File: config.mk
export PLATFORM = sky130hd
export DESIGN_NAME = svm_ctrl
export DESIGN_NICKNAME = d
export VERILOG_FILES = /design/src/hdl/assert_macros.svh /design/src/hdl/svm_pkg.sv /design/src/hdl/svm_ctrl.sv
export SDC_FILE = /design/constraint.sdc
export NUM_CORES = 1
export LEC_CHECK = 0
export BUFFER_PORTS_ARGS = -buffer_cell sky130_fd_sc_hd__buf_2
export CAP_MARGIN = 20
export CORE_AREA = 3 3 40 42
export DETAILED_ROUTE_END_ITERATION = 7
export DIE_AREA = 0 0 43 45
export PLACE_DENSITY = 0.4
export REMOVE_ABC_BUFFERS = 1
export SYNTH_ARGS = -nofsm -noshare
export SYNTH_HDL_FRONTEND = slang
export SYNTH_SLANG_ARGS = --single-unit
File: constraint.sdc
create_clock -name clk -period 1.67 [get_ports clk]
set_input_delay 0.0835 -clock clk [delete_from_list [all_inputs] [get_ports clk]]
set_output_delay 0.0835 -clock clk [all_outputs]
set_load 0.03 [all_outputs]
File: src/hdl/assert_macros.svh
// Assertion macros shared by the RTL.
// No dependencies; compiled out when SYNTHESIS is defined.
`ifndef ASSERT_MACROS_SVH
`define ASSERT_MACROS_SVH
`ifndef SYNTHESIS
`define ASSERT_IMPL(label, ante, cons) \
	label: assert property (@(posedge clk) disable iff (!arst_n) (ante) |-> (cons)) \
		else $error("assertion failed");
`define ASSERT_NEXT(label, ante, cons) \
	label: assert property (@(posedge clk) disable iff (!arst_n) (ante) |=> (cons)) \
		else $error("assertion failed");
`else
`define ASSERT_IMPL(label, ante, cons)
`define ASSERT_NEXT(label, ante, cons)
`endif
`endif

File: src/hdl/svm_pkg.sv
// Shared types, opcodes and status codes for the stack machine executor.
// No dependencies.
package svm_pkg;
	localparam int STACK_DEPTH = 64;
	localparam int SP_W = $clog2(STACK_DEPTH);
	localparam int CNT_W = $clog2(STACK_DEPTH + 1);
	localparam int NUM_REGS = 4;

	localparam logic [4:0] OP_PUSH = 5'd0, OP_MOVE = 5'd1, OP_PEEK = 5'd2, OP_RETURN = 5'd3,
		OP_POP = 5'd4, OP_HALT = 5'd5, OP_PLUS = 5'd6, OP_APPEND = 5'd7, OP_APPEND_VAL = 5'd8,
		OP_MINUS = 5'd9, OP_DECR = 5'd10, OP_DECR_VAL = 5'd11, OP_DIV = 5'd12, OP_MULT = 5'd13,
		OP_LOAD = 5'd14, OP_UNLOAD = 5'd15, OP_CMP = 5'd16, OP_CMP_VAL = 5'd17, OP_JUMP = 5'd18,
		OP_JEQ = 5'd19, OP_JNE = 5'd20, OP_JGR = 5'd21, OP_JGE = 5'd22, OP_JLE = 5'd23,
		OP_JLS = 5'd24;

	localparam logic [2:0] ST_OK = 3'd0, ST_OVERFLOW = 3'd1, ST_UNDERFLOW = 3'd2,
		ST_EMPTY = 3'd3, ST_BAD_JUMP = 3'd4, ST_UNKNOWN = 3'd5, ST_DIV_ZERO = 3'd6;

	localparam logic [1:0] CF_EQ = 2'd0, CF_GT = 2'd1, CF_LT = 2'd3;

	typedef struct packed {
		logic [4:0] func;
		logic signed [63:0] immediate;
		logic [1:0] first_reg;
		logic [1:0] second_reg;
	} in_item_t;

	typedef struct packed {
		logic [2:0] status;
		logic signed [63:0] out_value;
		logic out_valid;
		logic [15:0] next_ip;
		logic halted;
	} out_item_t;

	// controller -> datapath
	typedef struct packed {
		logic load_instr;  // latch the accepted instruction, start stack read
		logic execute;     // commit one instruction (non-iterative, or iterative unit done)
		logic iter_start;  // start the iterative unit (divide or multiply)
		logic iter_step;
	} dp_cmd_t;

	// datapath -> controller
	typedef struct packed {
		logic is_iter;   // instruction needs the iterative unit
		logic iter_done;
	} dp_status_t;
endpackage

File: src/hdl/svm_ctrl.sv
// Controller state machine for the stack machine executor.
// Depends on svm_pkg.
module svm_ctrl (
	input  logic clk,
	input  logic arst_n,
	input  logic in_valid,
	output logic in_ready,
	output logic out_valid_o,
	input  logic out_ready,
	input  svm_pkg::dp_status_t stat,
	output svm_pkg::dp_cmd_t cmd
);
	localparam logic [1:0] S_IDLE = 2'd0, S_EXEC = 2'd1, S_DIV = 2'd2, S_OUT = 2'd3;
	logic [1:0] state_q, state_d;

	always_comb begin
		state_d = state_q;
		cmd = '0;
		in_ready = 1'b0;
		out_valid_o = 1'b0;
		unique case (state_q)
			S_IDLE: begin
				in_ready = 1'b1;
				if (in_valid) begin
					cmd.load_instr = 1'b1;
					state_d = S_EXEC;
				end
			end
			S_EXEC: begin
				if (stat.is_iter) begin
					cmd.iter_start = 1'b1;
					state_d = S_DIV;
				end else begin
					cmd.execute = 1'b1;
					state_d = S_OUT;
				end
			end
			S_DIV: begin
				if (stat.iter_done) begin
					cmd.execute = 1'b1;
					state_d = S_OUT;
				end else begin
					cmd.iter_step = 1'b1;
				end
			end
			S_OUT: begin
				out_valid_o = 1'b1;
				if (out_ready) state_d = S_IDLE;
			end
			default: state_d = S_IDLE;
		endcase
	end

	always_ff @(posedge clk or negedge arst_n) begin
		if (!arst_n) state_q <= S_IDLE;
		else state_q <= state_d;
	end
endmodule

==> Word-level counts from Yosys, hierarchy flattened <==
Cells that the tools add are included.
W data, S select, Z words.
{ "word_totals": {"inputBits": 6, "latch_bits": 0, "mem_count": 0, "regBits": 2, "rom_bits": 0, "output_inout_bits": 6, "ram_bits": 0, "wordCells": 25} }
{ "op_classes": {"addsub": 0, "div": 0, "magnitude_cmp": 0, "mul": 0, "n_eq_ne": 6, "n_shift": 0, "n_reduce_logical": 2, "n_bitwise": 0, "mux": 16} }
{ "op_table": {"columns": ["cell", "n"], "rows": [
  ["$mux W1", 11],
  ["$pmux W2 S4", 1],
  ["$mux W2", 3],
  ["$ne A2 B2 Y1 const B", 3],
  ["$eq A2 B2 Y1 const B", 2],
  ["$reduce_and A3 Y1", 1],
  ["$eq A2 B1 Y1 const B", 1],
  ["$logic_not A2 Y1", 1],
  ["$pmux W1 S2", 1]
]} }

==> Depth between registers and ports, before layout <==
Gate-level depths: netlist (run 1).
{ "logic_depth": {"word_depth": 3, "depth_mapped": 5, "depth_no_buf": 5} }

==> Least setup slack after synthesis (run 1) <==
OpenSTA, ideal clock, no wires.
{ "synth_timing": {"path_type": "register -> register", "start": "register state_q[0]", "end": "register state_q[1]", "setup_time_ps": 125, "stages_incl_launch_ff": 6, "n_path_buf": 0, "period_less_slack_ps": 1537, "t_arrival_ps": 1412, "required_ps": 1545, "setup_slack_ps": 133, "path_cell_list": "dfrtp_1 inv_1 ha_1 nand2b_1 and3_4 mux2_4"} }
{ "synth_via": {"elab_chain_cells": 3, "word_cells_on_any_way": 9, "classes_between": "eq/ne (6); mux (1); reduce/logical (2)"} }
{ "synth_rtl": {"columns": ["item", "line_no", "text"], "rows": [
  ["start, declared", "svm_ctrl.sv:14", "logic [1:0] state_q, state_d;"],
  ["start signal, assigned", "svm_ctrl.sv:56", "else state_q <= state_d;"],
  ["$eq A2 B2 Y1 / $logic_not A2 Y1 (equally long branches)", "svm_ctrl.sv:21", "unique case (state_q)"],
  ["$ne A2 B2 Y1 (no source line)", null, null],
  ["$reduce_and A3 Y1 (no source line)", null, null]
]} }
Parallel ways exist; a longest one is shown, timed or not.
A chain may end at the register's enable or synchronous reset.

==> metrics, run 1 <==
MaxCap Viol Count 0; final hold violations 0; net switching power 0.315 mW; CTS Sinks 2; top post-synthesis cells by count ha_1 (4), inv_1 (3), nand2b_1 (3); #FFs+latches synth 2; number of antenna diodes 0; Slew Limit Fails 0; largest net degree at the start of global routing 7; post-route cell area between 300 and 400 um2; Pre-antenna DRT Iters 1; Worst setup EP type output port; initial antenna violation count 0; Detailed Route WL 431 um; nets 49; Comb pwr share 0.672; starting density of the core 0.168; Pwr Density 2080 nW/um2; Placed Area a little under 300 um2; grt ovf 0; Fin Setup TNS 0 ns; Avg WL per Cell 8.29 um; worst flop-to-flop path startpoint state_q[0]$_DFFE_PN0P_; layout cell share with drive strength beyond 1 0.486; fmax between 600 and 700 MHz; status finished, final reports clean; Post-DP HPWL roughly 360 um; Final min period 1.49 ns; Synthesis Warnings 0; Synth area leader dfrtp_1; largest register by flop count state_q; CTS Buf Count 3; gpl congestion 0.668; worst-margin pin slew 0.193 ns; number of global-route vias before repair 185; worst vdd ir 0.876 mV; Hold WC Path Type in2async; Die Wd approximately 43 um; syn avg cell area 9.84 um2; biggest regs state_q x2; Netlist cell types 14; RSZ-0062 raised after global routing false; most frequent cell after synthesis ha_1; Data arrival, critical path 1.40 ns; antenna viol nets, final 0; synthesized area 216 um2; fill cell total of the finished layout 151; clock share of power 0.158; max reg flops 2; CTS tree built; top_reg_cell synth dfrtp_1; CP max FO 6; num rows 13; main combinational cell family by area after synthesis simple AND/OR/NAND/NOR gates; switching portion of total power 0.468; Worst EP required 1.59 ns; clock skew 0.00269 ns; post-synthesis compound-gate area fraction 0.116; Root Driver clkbuf_4; Die Y-Extent 45 um; P_leak 0.184 nW; Worst Setup SP state_q[0]$_DFFE_PN0P_; clk buf depth 2; critical path class reg2out; xor/xnor cell area share of the yosys netlist 0; Setup Viol. Count Final 0; DRC viols 0; Synth Instances 22; vias per std cell 3.73; H-tree depth 1; Starting DRT DRC Count 0; Seq pwr share 0.170; IO Port Bufs 11; post-CTS setup buffer count 0; number of synthesized flops with an enable pin 0; post-route clock period utilization 0.890; Skew-Pair Late Insertion Delay around 0.22 ns; Core Box Area 1280 um2; Worst setup SP type flip-flop; gr usage total 0.0491; total internal power approximately 0.36 mW; asr flop ratio synth 1.00; Die ar. approximately 1900 um2; mux contribution to synthesized area 0.0694; Synth top area share 0.231; area share of fa/ha/maj cells after synthesis 0.231; Worst slew margin 0.871; Reg clk slew, reported paths 0.03 ns; total number of vias 194; first-pass GRT wire length 676 um; Ports 12; Seq/Total Area, Yosys 0.231; Post-Synth Simple-Gate Area 0.301; Area growth, synth to finish 49.1%; ranking of synthesized cells by area dfrtp_1 (23%), ha_1 (23%), nand2b_1 (8.7%), mux2_4 (6.9%), nand2b_4 (6.4%)
-- critical path, stage by stage, from the launching register on --
cell	delay, ns
dfrtp_1	0.43
inv_1	0.09
ha_1	0.29
a21boi_1	0.16
buf_2	0.21
-- final cells by class --
class | count | area [um2] | share of cell area
Tap cell | 15 | 18.8 | 0.0581
Sequential cell | 2 | 50.0 | 0.155
Multi-Input combinational cell | 17 | 155 | 0.481
Inverter | 3 | 11.3 | 0.0349
Clock buffer | 3 | 22.5 | 0.0698
Timing Repair Buffer | 12 | 65.1 | 0.202
-- through the flow --
step	instances	total power, mW	util	hold WS, ns	setup WS (ns)
6_report	52	0.673	0.251	0.174	0.184
5_1_grt	52	0.734	0.251	0.181	0.0999
4_1_cts	52	0.691	0.251	0.162	0.161
3_5_place_dp	48	0.571	0.226	-0.129	0.245
3_3_place_gp	48	0.578	0.226	-0.132	0.234
2_1_floorplan	22	0.479	-	-0.212	0.133
-- per-layer routing --
metal / vias to the layer above / global-route usage / routed length [um]
met4: 0 / 0.0542 / 0
li1: 103 / - / -
met3: 0 / 0.0159 / 23
met2: 4 / 0.0898 / 245
met5: - / 0 / 0
met1: 87 / 0.0386 / 162
-- worst paths after layout --
kind | end | slack [ns] | cells past startpoint
worst min register to register | state_q[1]$_DFFE_PN0P_ | 0.61 | 1
max in group asynchronous | state_q[0]$_DFFE_PN0P_ | 1.40 | 2
worst max register to register | state_q[1]$_DFFE_PN0P_ | 0.24 | 5
worst max-delay path | cmd[2] | 0.18 | 4
worst min-delay path | state_q[1]$_DFFE_PN0P_ | 0.17 | 2
min in group clk | state_q[0]$_DFFE_PN0P_ | 0.40 | 4
-- power by group through the flow --
| stage | combinational [mW] | clock [mW] | sequential (mW) |
|---|---|---|---|
| after floorplan | 0.374 | 0 | 0.106 |
| after global placement | 0.464 | 0 | 0.115 |
| after detailed placement | 0.458 | 0 | 0.114 |
| after CTS | 0.462 | 0.115 | 0.114 |
| after global routing | 0.498 | 0.119 | 0.117 |
| final | 0.452 | 0.107 | 0.114 |
-- what timing repair did --
action                                 CTS  global route
setup endpoints to repair                0             0
gates resized for setup                  0             0
endpoints found under the hold margin    2             0
hold buffers                             1             0
-- cells by family after synthesis --
group           after synthesis
flops                         2
mux                           1
compound gates                3
fa+ha+maj                     4
simple gates                  9
buf+inv                       3
-- placed cells by master (no fill, tap or decap), types with 2 or more instances in the layout --
master	n
clkbuf_4	3
inv_1	3
ha_1	4
nand2b_1	3
buf_2	11
dfrtp_1	2
Note: power is estimated with default switching activity, not from simulation.
==> run 2: changes to the inputs <==
- RECOVER_POWER: not set -> 100
==> run 2 against run 1 <==
Combinational power is 7.5% lower. Register-to-register slack lost 0.02 ns. Fmax is 1.1% lower.
==> metrics, run 2 (synthesis results as in run 1) <==
status finished, final reports clean; Worst Setup Slack, final 0.167 ns (-0.0167 ns); Pre-antenna DRT Iters 2 (+1); Finished Layout Cells 52 (unchanged); CTS Sinks 2 (unchanged); clock share of power 0.167 (+0.009); gr usage total 0.0491 (unchanged); slowest stage delay, CP 0.42 ns (about the same); DRC viols 0 (unchanged); worst-margin pin slew 0.370 ns (+0.177 ns); Seq pwr share 0.179 (+0.009); max reg flops 2 (unchanged); Setup Viol. Count Final 0 (unchanged); Comb pwr share 0.654 (-0.018); Slew Limit Fails 0 (unchanged); gpl congestion 0.668 (unchanged); Post-DP HPWL 359 um (unchanged); commonest non-fill, non-tap cell in the layout clkbuf_1; Core Box Area 1280 um2 (unchanged); Final min period 1.50 ns (+0.0167 ns); IO Port Bufs 11 (unchanged); largest register by flop count state_q; Worst EP required 1.59 ns (about the same); fmax 665 MHz (-1.1%); vias per std cell 3.79 (+1.5%); Root Driver clkbuf_4; nets 49 (unchanged); CTS Buf Count 3 (unchanged); Area growth, synth to finish 41.0%; Die Wd 43 um (unchanged); Worst setup SP type flip-flop; post-CTS setup buffer count 0 (unchanged); H-tree depth 1 (unchanged); final hold violations 0 (unchanged); Avg WL per Cell 8.31 um (+0.23%); CTS tree built; starting density of the core 0.168 (unchanged); critical path, cell by cell inv_1, ha_1, a21boi_1, clkbuf_2; antenna viol nets, final 0 (unchanged); Detailed Route WL 432 um (+0.23%); most frequent cells in the layout clkbuf_1 (6), ha_1 (4), buf_2 (4); grt ovf 0 (unchanged); post-cts hold buffer count 1 (unchanged); Crit path buffers/inverters 2 (unchanged); num rows 13 (unchanged); Die Y-Extent 45 um (unchanged); Fin Setup TNS 0 ns (unchanged); critical path's slowest cell dfrtp_1; CP max FO 6 (unchanged); Pwr Density 2090 nW/um2 (+0.44%); clk buf depth 2 (unchanged); critical path class reg2out; initial antenna violation count 0 (unchanged); worst vdd ir 0.822 mV (-6.2%); post-cts sizing count 0 (unchanged); total internal power 0.328 mW (-8.4%); switching portion of total power 0.487 (+0.0188); Starting DRT DRC Count 1 (+1); Placed Cells 48 (unchanged); pre-CTS setup slack 0.245 ns (unchanged); RSZ-0062 raised after global routing false; Worst setup EP type output port; net switching power 0.311 mW (-1.2%); Worst slew margin 0.754 (-0.117); post-route clock period utilization 0.900 (+0.00999); first-pass GRT wire length 676 um (unchanged); MaxCap Viol Count 0 (unchanged); layout cell share with drive strength beyond 1 0.297 (-0.189); Die ar. 1940 um2 (unchanged); total number of vias 197 (+1.5%); Reg clk slew, reported paths 0.03 ns (about the same); Crit path max-delay family flip-flops; biggest regs state_q x2; Hold WC Path Type in2async; Layout Utilization 0.238 (-0.0136); P_leak 0.155 nW (-16%); Ports 12 (unchanged); Data arrival, critical path 1.42 ns (+0.02 ns); number of global-route vias before repair 185 (unchanged); Total Power 0.639 mW (-5.0%); number of antenna diodes 0 (unchanged); largest net degree at the start of global routing 7 (unchanged); clock skew 0.00273 ns (+0.0000311 ns); Skew-Pair Late Insertion Delay 0.22 ns (about the same); r2r setup slk 0.22 ns (-0.02 ns)
run 2: area by class of cell:
class	count	area [um2]
Fill cell	153	980
Multi-Input combinational cell	17	145
Timing Repair Buffer	12	57.6
Sequential cell	2	50.0
Clock buffer	3	22.5
Tap cell	15	18.8
Inverter	3	11.3
run 2: power groups by stage:
| stage | Clock [mW] | Sequential (mW) | Combinational, mW |
|---|---|---|---|
| floorplan | 0 | 0.106 | 0.374 |
| global route | 0.119 | 0.117 | 0.465 |
| CTS | 0.115 | 0.114 | 0.462 |
| finish | 0.107 | 0.114 | 0.418 |
| detailed placement | 0 | 0.114 | 0.458 |
| global placement | 0 | 0.115 | 0.464 |
run 2: per-stage QoR:
stage                     hold slack (ns)  instance area [um2]
after global routing                0.189                  305
after CTS                           0.162                  323
after detailed placement           -0.129                  290
final                               0.177                  305
after global placement             -0.132                  290
after floorplan                    -0.212                  216
run 2: layer usage:
| metal | global-route usage | wire length, um | vias up |
|---|---|---|---|
| met4 | 0.0542 | 0 | 0 |
| met3 | 0.0159 | 24 | 0 |
| met5 | 0 | 0 | - |
| met2 | 0.0898 | 243 | 4 |
| li1 | - | - | 104 |
| met1 | 0.0386 | 164 | 89 |
run 2: worst paths after layout:
| path | from | end | cells past startpoint |
|---|---|---|---|
| worst max-delay path | state_q[0]$_DFFE_PN0P_ | cmd[2] | 4 |
| worst min-delay path | arst_n | state_q[1]$_DFFE_PN0P_ | 2 |
| worst max register to register | state_q[0]$_DFFE_PN0P_ | state_q[1]$_DFFE_PN0P_ | 5 |
| worst min register to register | state_q[1]$_DFFE_PN0P_ | state_q[1]$_DFFE_PN0P_ | 1 |
| max in group asynchronous | arst_n | state_q[0]$_DFFE_PN0P_ | 2 |
| min in group clk | out_ready | state_q[0]$_DFFE_PN0P_ | 4 |
run 2: worst reg2reg max path: stages, from the launching register on:
cell and delay [ns]:
dfrtp_1 0.42, inv_1 0.09, ha_1 0.24, nand2b_1 0.07
and3_1 0.20, mux2_4 0.31
==> run 3: changes to the inputs <==
- clock period: 1.67 -> 1.8 ns (I/O delays scaled with it)
==> run 3 against run 2 <==
Die area stayed put. Sequential share of layout area did not move. Sequential power decreased by 7%. Worst setup slack gained 0.14 ns. First-iteration DRC count unchanged. Final cell count unchanged. Clock-buffer cell count unchanged. Global-route usage is the same. Via count unchanged. Non-clock buffer count unchanged. Flip-flop and latch count stayed put. Critical path type unchanged. Highest routed layer unchanged.
==> metrics, run 3 (synthesis results as in run 1) <==
post-route cell area 305 um2 (unchanged); Crit path max-delay family flip-flops; Pwr Density 1940 nW/um2 (-7.2%); antenna viol nets, final 0 (unchanged); CP max FO 6 (unchanged); Die Wd 43 um (unchanged); Starting DRT DRC Count 1 (unchanged); first-pass GRT wire length 676 um (unchanged); status finished, final reports clean; total number of vias 197 (unchanged); Layout Utilization 0.238 (unchanged); CTS Sinks 2 (unchanged); Pre-antenna DRT Iters 2 (unchanged); layout cell share with drive strength beyond 1 0.297 (unchanged); Setup Viol. Count Final 0 (unchanged); gr usage total 0.0491 (unchanged); worst flop-to-flop path startpoint state_q[0]$_DFFE_PN0P_; largest register by flop count state_q; IO Port Bufs 11 (unchanged); Post-DP HPWL 359 um (unchanged); Detailed Route WL 432 um (unchanged); biggest regs state_q x2; Area growth, synth to finish 41.0% (unchanged); Die ar. 1940 um2 (unchanged); end point of the critical path cmd[2]; Worst path depth 4 (unchanged); clock skew 0.00273 ns (unchanged); Worst Setup SP state_q[0]$_DFFE_PN0P_; gpl congestion 0.668 (unchanged); RSZ-0062 raised after global routing false; CTS Buf Count 3 (unchanged); most frequent cells in the layout clkbuf_1 (6), buf_2 (5), ha_1 (4); worst-case reg-to-reg path depth 5 (unchanged); Reg clk slew, reported paths 0.03 ns (about the same); H-tree depth 1 (unchanged); Slew Limit Fails 0 (unchanged); Worst Setup Slack, final 0.308 ns (+0.141 ns); vias per std cell 3.79 (unchanged); Crit path buffers/inverters 2 (unchanged); Avg WL per Cell 8.31 um (unchanged); Final min period about 1.5 ns; DRC viols 0 (unchanged); Worst EP required 1.71 ns (+0.12 ns); critical path, cell by cell inv_1, ha_1, a21boi_1, buf_2; number of antenna diodes 0 (unchanged); initial antenna violation count 0 (unchanged); pre-CTS setup slack 0.375 ns (+0.130 ns); Root Driver clkbuf_4; P_leak 0.156 nW (+0.44%); Hold WC Path Type in2async; post-cts sizing count 0 (unchanged); r2r setup slk 0.35 ns (+0.13 ns); Ports 12 (unchanged); slowest stage delay, CP 0.42 ns (about the same); Core Box Area 1280 um2 (unchanged); Skew-Pair Late Insertion Delay 0.22 ns (about the same); Worst setup SP type flip-flop; Die Y-Extent 45 um (unchanged); Data arrival, critical path 1.40 ns (-0.02 ns); Fin Setup TNS 0 ns (unchanged); Worst setup EP type output port; largest net degree at the start of global routing 7 (unchanged); clk buf depth 2 (unchanged); critical path class reg2out; worst-margin pin slew 0.370 ns (unchanged); num rows 13 (unchanged); Worst slew margin 0.754 (unchanged); Placed Area 290 um2 (unchanged); post-CTS setup buffer count 0 (unchanged); number of global-route vias before repair 185 (unchanged); CTS tree built; grt ovf 0 (unchanged); fill cell total of the finished layout 153 (unchanged); RR Endpoint state_q[1]$_DFFE_PN0P_; commonest non-fill, non-tap cell in the layout clkbuf_1; critical path's slowest cell dfrtp_1; max reg flops 2 (unchanged); final hold violations 0 (unchanged); MaxCap Viol Count 0 (unchanged); nets 49 (unchanged); fmax 670 MHz; worst vdd ir 0.762 mV (-7.2%); post-route clock period utilization 0.829; starting density of the core 0.168 (unchanged)
-- run 3: cell types whose count changed in the layout (fill, tap and decap cells not counted) --
| cell | delta |
|---|---|
| buf_2 | +1 |
| clkbuf_2 | -1 |
-- run 3: how the worst min path moves through the flow --
stage / from / endpoint / slack, ns / depth (start not counted)
3_5_place_dp: arst_n / state_q[1]$_DFFE_PN0P_ / -0.12 / 1
3_3_place_gp: arst_n / state_q[1]$_DFFE_PN0P_ / -0.13 / 1
5_1_grt: arst_n / state_q[1]$_DFFE_PN0P_ / 0.20 / 2
4_1_cts: arst_n / state_q[1]$_DFFE_PN0P_ / 0.17 / 2
6_report: arst_n / state_q[1]$_DFFE_PN0P_ / 0.18 / 2
2_1_floorplan: arst_n / state_q[0]$_DFFE_PN0P_ / -0.21 / 0
-- run 3: routing by layer --
layer | up-vias | track usage | part of all wire
li1 | 104 | - | -
met1 | 89 | 0.0386 | 0.38
met2 | 4 | 0.0898 | 0.56
met3 | 0 | 0.0159 | 0.056
met4 | 0 | 0.0542 | 0
met5 | - | 0 | 0
-- run 3: report_power, final --
group	switching, mW	internal (mW)	total [mW]
logic	0.228	0.160	0.388
registers	0.0345	0.0715	0.106
clock network	0.0256	0.0736	0.0992
total	0.288	0.305	0.593
-- run 3: metrics by stage --
stage | hold slack, ns | total power [mW] | std cells
floorplan | -0.206 | 0.445 | 22
global placement | -0.126 | 0.536 | 48
finish | 0.183 | 0.593 | 52
global route | 0.196 | 0.651 | 52
CTS | 0.168 | 0.641 | 52
detailed placement | -0.123 | 0.530 | 48
-- run 3: what timing repair did --
| item | in CTS | in global routing |
|---|---|---|
| endpoints found under the setup margin | 0 | 0 |
| hold buffers | 1 | 0 |
| hold endpoints to repair | 2 | 0 |
-- run 3: area by class of cell --
type                            count  area [um2]  share of cell area
Clock buffer                        3        22.5              0.0738
Inverter                            3        11.3              0.0369
Multi-Input combinational cell     17         145               0.475
Sequential cell                     2        50.0               0.164
Tap cell                           15        18.8              0.0615
Timing Repair Buffer               12        57.6               0.189
-- run 3: worst reg2reg max path: stages (launching register included) --
cell	delay, ns
dfrtp_1	0.42
inv_1	0.09
ha_1	0.24
nand2b_1	0.07
and3_1	0.20
mux2_4	0.31
